--- src/hw/rtl/utf8sd_pkg.sv ---
// ----------------------------------------------------------------------------
// utf8sd_pkg
// Shared widths and beat types for the UTF-8 stream decoder.
// ----------------------------------------------------------------------------
package utf8sd_pkg;

  localparam int unsigned CpW   = 31;  // code point width
  localparam int unsigned LeftW = 3;   // continuation bytes still expected
  localparam int unsigned ContW = 6;   // value bits per continuation byte

  // One result beat
  typedef struct packed {
    logic [CpW-1:0] code_point;
    logic           is_error;
  } utf8sd_result_t;

  // Decoder state carried from byte to byte
  typedef struct packed {
    logic [LeftW-1:0] bytes_left;
    logic [CpW-1:0]   partial;
  } utf8sd_state_t;

  // What one byte produces
  typedef struct packed {
    logic           emit;
    utf8sd_result_t result;
  } utf8sd_step_t;

endpackage

--- src/hw/rtl/utf8_stream_decoder.sv ---
// ----------------------------------------------------------------------------
// utf8_stream_decoder
// Byte-serial decoder for the original six-byte UTF-8 form.
// ----------------------------------------------------------------------------
// One byte is accepted per cycle while the input is not stalled. A byte
// that completes a sequence, or that breaks one, yields a result beat in the
// output register, or in the skid register while the output is stalled; lead
// and middle continuation bytes yield none. The decoder state (bytes left and
// the partial value) is registered on each accepted byte. A two-entry output
// stage (output register plus skid register) lets the input keep flowing while
// one result waits; the input stalls only when both entries are full.
module utf8_stream_decoder (
  input  logic        clk_i,
  input  logic        rst_ni,
  input  logic        in_valid_i,
  output logic        in_stall_o,
  input  logic [7:0]  in_byte_i,
  output logic        out_valid_o,
  input  logic        out_stall_i,
  output logic [30:0] code_point_o,
  output logic        is_error_o
);
  import utf8sd_pkg::*;

  utf8sd_state_t  state_q, state_d;
  utf8sd_step_t   step;
  utf8sd_result_t out_q, out_d, skid_q, skid_d;
  logic           out_valid_q, out_valid_d;
  logic           skid_valid_q, skid_valid_d;
  logic           in_fire, out_free, res_valid;

  utf8sd_decode u_decode (
    .state_i (state_q),
    .byte_i  (in_byte_i),
    .state_o (state_d),
    .step_o  (step)
  );

  assign in_fire   = in_valid_i & ~skid_valid_q;
  assign res_valid = in_fire & step.emit;
  assign out_free  = ~out_valid_q | ~out_stall_i;

  always_comb begin
    out_valid_d  = out_valid_q;
    skid_valid_d = skid_valid_q;
    out_d        = out_q;
    skid_d       = skid_q;
    if (out_free) begin
      if (skid_valid_q) begin
        out_d        = skid_q;
        out_valid_d  = 1'b1;
        skid_valid_d = 1'b0;
      end else begin
        out_d       = step.result;
        out_valid_d = res_valid;
      end
    end else if (res_valid) begin
      // hold the stalled beat, park the new one
      skid_d       = step.result;
      skid_valid_d = 1'b1;
    end
  end

  always_ff @(posedge clk_i or negedge rst_ni) begin
    if (!rst_ni) begin
      state_q      <= '0;
      out_valid_q  <= 1'b0;
      skid_valid_q <= 1'b0;
    end else begin
      if (in_fire) begin
        state_q <= state_d;
      end
      out_valid_q  <= out_valid_d;
      skid_valid_q <= skid_valid_d;
    end
  end

  always_ff @(posedge clk_i) begin
    out_q  <= out_d;
    skid_q <= skid_d;
  end

  assign in_stall_o   = skid_valid_q;
  assign out_valid_o  = out_valid_q;
  assign code_point_o = out_q.code_point;
  assign is_error_o   = out_q.is_error;

endmodule

--- src/hw/rtl/utf8sd_decode.sv ---
// ----------------------------------------------------------------------------
// utf8sd_decode
// Single-byte state update: classifies lead and continuation bytes and
// forms the next state and an optional result beat.
// ----------------------------------------------------------------------------
module utf8sd_decode (
  input  utf8sd_pkg::utf8sd_state_t state_i,
  input  logic [7:0]                byte_i,
  output utf8sd_pkg::utf8sd_state_t state_o,
  output utf8sd_pkg::utf8sd_step_t  step_o
);
  import utf8sd_pkg::*;

  logic [CpW-1:0] shifted;

  assign shifted = {state_i.partial[CpW-ContW-1:0], byte_i[ContW-1:0]};

  always_comb begin
    state_o                  = state_i;
    step_o.emit              = 1'b0;
    step_o.result.code_point = '0;
    step_o.result.is_error   = 1'b0;

    if (state_i.bytes_left == '0) begin
      if (byte_i[7] == 1'b0) begin
        step_o.emit              = 1'b1;
        step_o.result.code_point = CpW'(byte_i[6:0]);
      end else if (byte_i[7:5] == 3'b110) begin
        state_o.partial    = CpW'(byte_i[4:0]);
        state_o.bytes_left = LeftW'(1);
      end else if (byte_i[7:4] == 4'b1110) begin
        state_o.partial    = CpW'(byte_i[3:0]);
        state_o.bytes_left = LeftW'(2);
      end else if (byte_i[7:3] == 5'b11110) begin
        state_o.partial    = CpW'(byte_i[2:0]);
        state_o.bytes_left = LeftW'(3);
      end else if (byte_i[7:2] == 6'b111110) begin
        state_o.partial    = CpW'(byte_i[1:0]);
        state_o.bytes_left = LeftW'(4);
      end else if (byte_i[7:1] == 7'b1111110) begin
        state_o.partial    = CpW'(byte_i[0]);
        state_o.bytes_left = LeftW'(5);
      end else begin
        // stray continuation or 0xFE / 0xFF lead
        state_o.partial        = '0;
        step_o.emit            = 1'b1;
        step_o.result.is_error = 1'b1;
      end
    end else if (byte_i[7:6] != 2'b10) begin
      // drop the broken sequence and consume this byte
      state_o.bytes_left     = '0;
      state_o.partial        = '0;
      step_o.emit            = 1'b1;
      step_o.result.is_error = 1'b1;
    end else begin
      state_o.bytes_left = state_i.bytes_left - LeftW'(1);
      state_o.partial    = shifted;
      if (state_i.bytes_left == LeftW'(1)) begin
        state_o.partial          = '0;
        step_o.emit              = 1'b1;
        step_o.result.code_point = shifted;
      end
    end
  end

endmodule

--- config.mk ---
export PLATFORM = sky130hd
export DESIGN_NAME = utf8_stream_decoder
export DESIGN_NICKNAME = d
export VERILOG_FILES = /design/src/hw/rtl/utf8sd_pkg.sv /design/src/hw/rtl/utf8_stream_decoder.sv /design/src/hw/rtl/utf8sd_decode.sv
export SDC_FILE = /design/constraint.sdc
export NUM_CORES = 1
export LEC_CHECK = 0
export ABC_CLOCK_PERIOD_IN_PS = 2610
export BUFFER_PORTS_ARGS = -buffer_cell sky130_fd_sc_hd__buf_4
export CAP_MARGIN = 40
export CELL_PAD_IN_SITES_DETAIL_PLACEMENT = 0
export CELL_PAD_IN_SITES_GLOBAL_PLACEMENT = 1
export CORE_MARGIN = 2
export CORE_UTILIZATION = 40
export CTS_BUF_LIST = sky130_fd_sc_hd__clkbuf_8
export DETAILED_ROUTE_END_ITERATION = 12
export PLACE_DENSITY = 0.65
export SYNTH_ARGS = -nofsm -noshare
export SYNTH_HDL_FRONTEND = slang
export SYNTH_HIERARCHICAL = 1
export SYNTH_SLANG_ARGS = --single-unit
export TNS_END_PERCENT = 20
--- constraint.sdc ---
create_clock -name clk_i -period 2.61 [get_ports clk_i]
set_input_delay 0.1305 -clock clk_i [delete_from_list [all_inputs] [get_ports clk_i]]
set_output_delay 0.1305 -clock clk_i [all_outputs]
set_load 0.01 [all_outputs]
# == Word-level counts from Yosys, hierarchy flattened ==
# Index checks and enable logic that the tools add are counted.
# op_classes
addsub,1
n_eq_ne,9
mux,27
bitwise_logic,7
n_reduce_logical,5
# ops
operator,count
two-way mux 34 bit,7
two-way mux 32 bit,2
two-way mux 31 bit,2
two-way mux 33 bit,1
two-way mux 1 bit,13
== test 7 bit (second input constant),1
two-way mux 7 bit,1
== test 6 bit (second input constant),1
inequality test 6 bit (second input constant),1
== test 5 bit (second input constant),1
== test 4 bit (second input constant),1
inequality test 2 bit (second input constant),2
NOT 1 bit,4
AND reduction 2 bit,2
== test 3 x 1 -> 1 bit (second input constant),1
== test 3 bit (second input constant),1
zero test 3 bit,1
two-way mux 3 bit,1
AND reduction 3 bit,1
subtractor 3 x 1 -> 3 bit (second input constant),1
bitwise AND 1 bit,2
nonzero test 2 bit,1
bitwise OR 1 bit,1
# totals
ff_bits,94
input_bits,12
output_inout_bits,34
wordCells,57

# == Logic depth before layout (Yosys ltp) ==
# Gate-level depths: netlist of run 1.
# logic_depth
ltp_word,11
depth_mapped,8
ltp_nobuf,7

# == By module ==
# The synthesis of run 1 kept the hierarchy.
# modules_own_cells
mod,n_inst,cells_each,area_each_um2,seq_area_each_um2
utf8_stream_decoder,1,180,3792.4,2822.7
utf8sd_decode,1,132,968.4,0.0

# == Least setup slack after synthesis of run 1 ==
# No wires, ideal clock.
# synth_timing
kind,reg-to-reg
start,reg state_q[31] (netlist bit)
end,"reg skid_q[0] (netlist bit), enable pin"
setup_ps,391
arrival_ps,2104
required_time_ps,2219
setup_slack_ps,115
stages_incl_launch_ff,7
n_path_buf,0
synth_period_minus_slack_ps,2495
path_cell_list,dfrtp_1 -> inv_1 -> ha_1 -> nand2b_1 -> o21ai_0 -> o21ai_0 -> and4_1
# synth_rtl
element,line_no,source
start: declaration,utf8_stream_decoder.sv:25,"utf8sd_state_t state_q, state_d;"
start signal: assignment,utf8_stream_decoder.sv:71,state_q <= state_d;
end signal: assignment,utf8_stream_decoder.sv:80,skid_q <= skid_d;
end: declaration,utf8_stream_decoder.sv:27,"utf8sd_result_t out_q, out_d, skid_q, skid_d;"

==> results.toml, run 1 <==
[timing]
max_freq_mhz = 440
rsz0062_at_grt = "false"
tightest_slew_ns = 0.644
setup_viol = 0
hold_violations = 0
drv_slew = 0
fin_crit_ns = 2.27
fin_tns_setup_ns = 0
clock_skew_ns = 0.00727
hold_ws_ns = 0.0271
slew_headroom_pct = 57.0
period_share_pct = 87.1

[final_layout]
n_antenna_cell = 0
syn2layout_area_growth_pct = 14.3
final_common_cell = "edfxtp_1"
fillers = 974
fin_cells = 483
final_cell_area_um2 = 5110
final_nets = 353
drive_gt1_share_pct = 40.2
final_cell_mix = "edfxtp_1 (64), buf_4 (49), mux2_2 (36), dfrtp_1 (30), and2_1 (29)"

[worst_setup_path]
cp-endpoint = "skid_q[14]$_DFFE_PP_"
max_stage_delay_ns = 0.44
path_max_fanout = 32
path_cells = "inv_1, ha_1, nand2b_1, o21ai_0, o21ai_0, and4_1, buf_12"
r2r_end = "skid_q[14]$_DFFE_PP_"
cp-startpoint = "state_q[31]$_DFFE_PN0P_"
timing.rr.start = "state_q[31]$_DFFE_PN0P_"
startpoint_type = "register"
crit_family = "simple AND/OR/NAND/NOR gates"
crit_slowest_cell = "dfrtp_1"
worstRegToRegCells = 7
arrival_ns = 2.33
cpMostUsedCell = "o21ai_0"
path_depth = 7
timing.setup.critical_path_class = "register to register"
crit_required_ns = 2.67
cp_num_buf_inv = 2
end_kind = "register"
r2r_slack_ns = 0.34

[route]
avgRoutedWirePerCell_um = 16.4
initialDrtViolationCount = 108
via_per_inst = 5.16
wirelength_um = 7920
postRouteAntennaNets = 0
vias = 2490
first_pass_iters = 4
drc = 0

[floorplanning]
core_area_um2 = 10900
die_height_um = 110
ioPinCount = 46
die_w_um = 110
num_rows = 38
dieArea_um2 = 12000
start_util_pct = 41.1

[synth]
synth_area_per_cell_um2 = 15.2
ys_warn_count = 6
syn_area_um2 = 4470
synthCells = 294
mappedNetlistNets = 309

[clock_tree]
cts_sinks = 94
post_cts_buffers = 0
cts-htree-levels = 3
clkTransAtPathRegs_ns = 0.09
insertion_delay_ns = 0.36
numCtsBuffers = 9
cts_tree = "yes"
clk_path_buf_depth = 2
root_buffer = "clkbuf_8"

[place]
place.port_buffers = 45
placed_cells = 466
gp_congestion = 0.826
hpwl_um = 5290
placed_cell_area_um2 = 4880

[global_route]
grt_max_degree = 33
grt-ovfl-total = 0
grt_usage_pct = 14.6
grt_pass1_wl_um = 13100
antenna_found_initial = 0
grt_pass1_vias = 2498

[power_and_ir_drop]
p_leak_nw = 2.15
power.density_nw_per_um2 = 938
ir_worst_vdd_uv = 427
p_total_mw = 4.79

[worst_hold_path]
min-delay-path-class = "input pin to register"

[run_status]
outcome = "finished clean"

[flow_run]
cap_violations = 0
sequential cells by signal, indices dropped and copies added, names as in the netlist:
signal        flops
code_point_o     31
in_stall_o        1
is_error_o        1
out_valid_o       1
skid_q           32
state_q          28
layer usage:
layer	vias up	track usage (%)	part of all wire, %
li1	1200	-	-
met3	11	2.49	3.1
met4	0	7.41	2.0
met5	-	0	0
met1	1231	19.8	48
met2	48	22.4	47
how the worst min path moves through the flow:
stage / startpoint / to / slack, ns / depth (start not counted)
after floorplan: rst_ni / in_stall_o$_DFFE_PN0P_ / -0.17 / 0
after global placement: rst_ni / state_q[32]$_DFFE_PN0P_ / 0.09 / 1
after detailed placement: rst_ni / state_q[32]$_DFFE_PN0P_ / 0.1 / 1
after CTS: in_valid_i / out_valid_o$_DFFE_PN0P_ / 0.01 / 3
after global routing: in_valid_i / out_valid_o$_DFFE_PN0P_ / 0.03 / 3
final: in_valid_i / out_valid_o$_DFFE_PN0P_ / 0.03 / 3
where the power goes:
| part | internal [mW] | switching (mW) |
|---|---|---|
| Clock | 0.542 | 0.509 |
| Combinational | 0.754 | 0.793 |
| Sequential | 2.02 | 0.179 |
| Total | 3.31 | 1.48 |
what timing repair did:
item	4_1_cts	5_1_grt
hold buffers	1	0
hold endpoints to repair	30	0
resized for setup	0	0
area by class of cell:
| class | instances | area, um2 | area share, % |
|---|---|---|---|
| multi-input combinational | 178 | 1610 | 31.5 |
| tap | 140 | 175 | 3.43 |
| sequential | 94 | 2670 | 52.3 |
| inverter | 3 | 11.3 | 0.220 |
| clock inverter | 7 | 97.6 | 1.91 |
| timing repair buffer | 52 | 418 | 8.18 |
| clock buffer | 9 | 124 | 2.42 |
worst min-delay path, cell delays in order:
cell and delay [ns]:
buf_4 0.09, a21oi_1 0.07, nand2_1 0.06
per-stage QoR:
stage | utilization [%] | setup WS, ns
floorplan | - | 0.115
global placement | 44.8 | 0.481
detailed placement | 44.8 | 0.375
CTS | 46.9 | 0.353
global route | 46.9 | 0.0852
finish | 46.9 | 0.337
(Power assumes the default switching activity.)
==> inputs of run 2 (changes only) <==
Settings changed: ABC_AREA from default to 1, PLACE_DENSITY 0.65 to 0.69.
==> run 2 against run 1 <==
Effect of this change:
- non-clock buffer count is the same
- combinational power up 12%
- design area about the same
- largest cell class unchanged
- clock skew grew 0.0016 ns
- critical endpoint is now code_point_o[10]$_DFFE_PP_
- critical path type unchanged
- worst setup slack better by 0.22 ns
- maximum frequency is 11% higher
- cell count up 35%
==> results.toml, run 2 <==
[run_status]
outcome = "finished clean"

[route]
postRouteAntennaNets = 0
avgRoutedWirePerCell_um = 14.9
via_per_inst = 4.96
vias = 3242
first_pass_iters = 5
drc = 0
wirelength_um = 9720
initialDrtViolationCount = 254

[clock_tree]
clk_path_buf_depth = 2
cts_tree = "yes"
numCtsBuffers = 9
cts-resized-gates = 0
insertion_delay_ns = 0.36
root_buffer = "clkbuf_8"
post_cts_buffers = 0
clkTransAtPathRegs_ns = 0.09
cts_sinks = 94
cts-htree-levels = 3

[worst_setup_path]
crit_family = "buffers and inverters"
end_kind = "register"
cp_num_buf_inv = 3
path_max_fanout = 26
timing.setup.critical_path_class = "register to register"
path_cells = "inv_1, ha_1, nand2_2, inv_4, nor2_8, inv_2, nor3_1, nand2_1, nand2_1"
startpoint_type = "register"
max_stage_delay_ns = 0.47
cpMostUsedCell = "nand2_1"
crit_required_ns = 2.74
crit_slowest_cell = "inv_2"
arrival_ns = 2.19

[final_layout]
final_cell_mix = "nand2_1 (172), edfxtp_1 (64), buf_4 (50), nand3_1 (41), inv_1 (38)"
largest_register_ffs = 32
final_nets = 520
final_common_cell = "nand2_1"
drive_gt1_share_pct = 21.0
regMostFlops = "skid_q"
syn2layout_area_growth_pct = 12.0
n_antenna_cell = 0

[floorplanning]
die_w_um = 111
start_util_pct = 40.5
dieArea_um2 = 12300
core_area_um2 = 11300
ioPinCount = 46
num_rows = 39
die_height_um = 111

[synth]
mappedNetlistNets = 484
syn_area_um2 = 4570
synthCells = 469
synth_area_per_cell_um2 = 9.73
ys_warn_count = 6

[timing]
tightest_slew_ns = 0.660
rsz0062_at_grt = "false"
fin_crit_ns = 2.06
setup_viol = 0
fin_tns_setup_ns = 0
drv_slew = 0
slew_headroom_pct = 55.9
hold_violations = 0
period_share_pct = 78.8
max_freq_mhz = 486
clock_skew_ns = 0.00889

[place]
gp_congestion = 0.825
place.port_buffers = 45
hpwl_um = 6230

[worst_hold_path]
min-delay-path-class = "input pin to register"

[power_and_ir_drop]
power.density_nw_per_um2 = 923
ir_worst_vdd_uv = 372
p_leak_nw = 2.23
p_total_mw = 4.72

[global_route]
grt_pass1_vias = 3176
grt_usage_pct = 16.5
grt_max_degree = 36
grt-ovfl-total = 0
grt_pass1_wl_um = 16300
antenna_found_initial = 0

[flow_run]
cap_violations = 0
[run 2: tightest hold or removal path, stage by stage]
cell and delay [ns]:
buf_4 0.11, nand2_1 0.05, nand2_1 0.10
[run 2: final cells by class]
cell class              instances  area [um2]
fillers                      1078        6160
multi-input cells             306        1520
inverters                      42         165
well taps                     143         179
flip-flops and latches         94        2670
clock inverters                 7        43.8
repair buffers                 52         405
clock buffers                   9         124
[run 2: power by group]
group / leakage (nW) / total [mW] / internal (mW) / switching (mW)
clock: 0.0859 / 0.859 / 0.342 / 0.517
combinational: 1.08 / 1.73 / 0.562 / 1.16
sequential: 1.06 / 2.13 / 2.02 / 0.117
[run 2: timing repair]
item,4_1_cts,5_1_grt
endpoints found under the setup margin,0,0
hold endpoints to repair,30,0
hold buffers,1,0
[run 2: final timing paths]
check,slack (ns),start,end,cells after the start
max in group asynchronous,2.09,rst_ni,state_q[13]$_DFFE_PN0P_,2
min,0.15,in_byte_i[6],skid_q[7]$_DFFE_PP_,3
min in group asynchronous,0.24,rst_ni,state_q[11]$_DFFE_PN0P_,2
min reg2reg,0.48,state_q[17]$_DFFE_PN0P_,state_q[17]$_DFFE_PN0P_,2
max reg2reg,0.55,state_q[31]$_DFFE_PN0P_,code_point_o[10]$_DFFE_PP_,9
max,0.55,state_q[31]$_DFFE_PN0P_,code_point_o[10]$_DFFE_PP_,9
[run 2: metrics by stage]
| stage | area [um2] | hold slack (ns) | util (%) | setup slack (ns) | std cells |
|---|---|---|---|---|---|
| 2_1_floorplan | 4570 | -0.165 | - | 0.0866 | 469 |
| 3_3_place_gp | 4930 | 0.0950 | 43.8 | 0.633 | 636 |
| 3_5_place_dp | 4930 | 0.0926 | 43.8 | 0.560 | 636 |
| 4_1_cts | 5110 | 0.138 | 45.4 | 0.556 | 653 |
| 5_1_grt | 5110 | 0.196 | 45.4 | 0.375 | 653 |
| 6_report | 5110 | 0.151 | 45.4 | 0.553 | 653 |
[run 2: layer usage]
metal  up-vias  share of wire (%)  global-route usage [%]
met2        76                 44                    24.5
met1      1533                 51                    24.7
met3         9                4.4                    2.46
met5         -                  0                       0
met4         0                1.3                    5.75
li1       1624                  -                       -
==> inputs of run 3 (changes only) <==
Settings changed: ABC_CLOCK_PERIOD_IN_PS 2610 to 2060, PLACE_DENSITY 0.69 to 0.67.
Clock period 2.61 ns to 2.06 ns, I/O delays scaled along.
==> run 3 against run 2 <==
Effect of this change:
- clock power up 29%
- combinational power rose by 37%
- sequential power is 27% higher
==> results.toml, run 3 (synthesized netlist as in run 2, its figures left out) <==
[place]
hpwl_um = 6390
gp_congestion = 0.789
place.port_buffers = 45
placed_cell_area_um2 = 5000
pre_cts_slack_ns = 0.152
placed_cells = 638

[worst_hold_path]
hold_depth = 3
min-delay-path-class = "input pin to register"
hold_start = "out_stall_i"
holdPathEnd = "out_valid_o$_DFFE_PN0P_"

[final_layout]
n_antenna_cell = 0
multi_input_area_um2 = 1560
fin_cells = 660
fillers = 1086
syn2layout_area_growth_pct = 15.3
final_common_cell = "nand2_1"
largest_register_ffs = 32
drive_gt1_share_pct = 23.8
final_core_util_pct = 46.7
final_nets = 527
register_area_um2 = 2670
final_cell_mix = "nand2_1 (168), edfxtp_1 (64), buf_4 (53), nand3_1 (40), inv_1 (35)"
regMostFlops = "skid_q"
final_cell_area_um2 = 5260

[power_and_ir_drop]
netSwitchingPower_mw = 2.33
ir_worst_vdd_uv = 441
power.share.clock_pct = 17.9
seqPwrFrac_pct = 43.7
power.share.switching_pct = 37.7
p_leak_nw = 2.29
power.density_nw_per_um2 = 1170
p_int_mw = 3.85
combPwrFrac_pct = 38.3
p_total_mw = 6.18

[floorplanning]
die_height_um = 111
die_w_um = 111
dieArea_um2 = 12300
ioPinCount = 46
core_area_um2 = 11300
start_util_pct = 40.5
num_rows = 39

[global_route]
grt_max_degree = 36
antenna_found_initial = 0
grt_usage_pct = 15.9
grt-ovfl-total = 0
grt_pass1_vias = 3014
grt_pass1_wl_um = 15700

[clock_tree]
clkTransAtPathRegs_ns = 0.09
numCtsBuffers = 9
cts-htree-levels = 3
insertion_delay_ns = 0.36
root_buffer = "clkbuf_8"
clk_path_buf_depth = 2
cts_tree = "yes"
cts_sinks = 94

[timing]
drv_slew = 0
period_share_pct = 96.1
hold_ws_ns = 0.0140
fin_crit_ns = 1.98
hold_violations = 0
tightest_slew_ns = 0.522
rsz0062_at_grt = "false"
setup_viol = 0
slew_headroom_pct = 65.0
fin_tns_setup_ns = 0
max_freq_mhz = 505
clock_skew_ns = 0.00677
layout_setup_ws_ns = 0.0813

[route]
first_pass_iters = 5
postRouteAntennaNets = 0
via_per_inst = 4.88
drc = 0
vias = 3219
wirelength_um = 9680
avgRoutedWirePerCell_um = 14.7
initialDrtViolationCount = 239

[worst_setup_path]
crit_required_ns = 2.15
timing.rr.start = "state_q[31]$_DFFE_PN0P_"
r2r_slack_ns = 0.08
end_kind = "register"
cp-startpoint = "state_q[31]$_DFFE_PN0P_"
timing.setup.critical_path_class = "register to register"
startpoint_type = "register"
worstRegToRegCells = 11
path_max_fanout = 9
arrival_ns = 2.06
r2r_end = "skid_q[23]$_DFFE_PP_"

[flow_run]
cap_violations = 0

[run_status]
outcome = "finished clean"
==> run 3: routing by layer <==
layer / share of wire [%] / global-route usage [%]
met1: 51 / 24.2
met2: 45 / 23.0
met3: 3.1 / 3.12
met4: 1.2 / 5.00
met5: 0 / 0
==> run 3: how the worst max path moves through the flow <==
stage,slack (ns),endpoint,cells after the start
floorplan,0.003,skid_q[0]$_DFFE_PP_,9
global placement,0.19,skid_q[30]$_DFFE_PP_,11
detailed placement,0.15,skid_q[21]$_DFFE_PP_,11
CTS,0.13,skid_q[15]$_DFFE_PP_,11
global route,0.0009,skid_q[4]$_DFFE_PP_,11
finish,0.08,skid_q[23]$_DFFE_PP_,11
==> run 3: power by group through the flow <==
stage,sequential [mW],clock (mW),combinational (mW)
2_1_floorplan,2.87,0,1.46
3_3_place_gp,2.74,0,2.27
3_5_place_dp,2.75,0,2.28
4_1_cts,2.71,1.16,2.29
5_1_grt,2.75,1.22,2.62
6_report,2.70,1.11,2.37
==> run 3: critical path: stages (launching register included) <==
cell	delay, ns
dfrtp_1	0.42
inv_2	0.11
ha_4	0.14
nand2_4	0.06
inv_6	0.10
nand2_2	0.08
inv_1	0.06
nand2_1	0.07
nand2_2	0.10
nand3_2	0.09
nor2_4	0.25
clkbuf_16	0.21
==> run 3: what timing repair did <==
item	4_1_cts	5_1_grt
setup buffers	0	2
endpoints found under the hold margin	30	0
gates resized for setup	0	1
endpoints found under the setup margin	0	5
hold buffers	1	0
==> run 3: final cells by class <==
class / count / area share (%)
clock inverters: 7 / 0.951
inverters: 42 / 3.19
repair buffers: 59 / 9.68
clock buffers: 9 / 2.35
well taps: 143 / 3.40
flip-flops and latches: 94 / 50.8
multi-input cells: 306 / 29.6
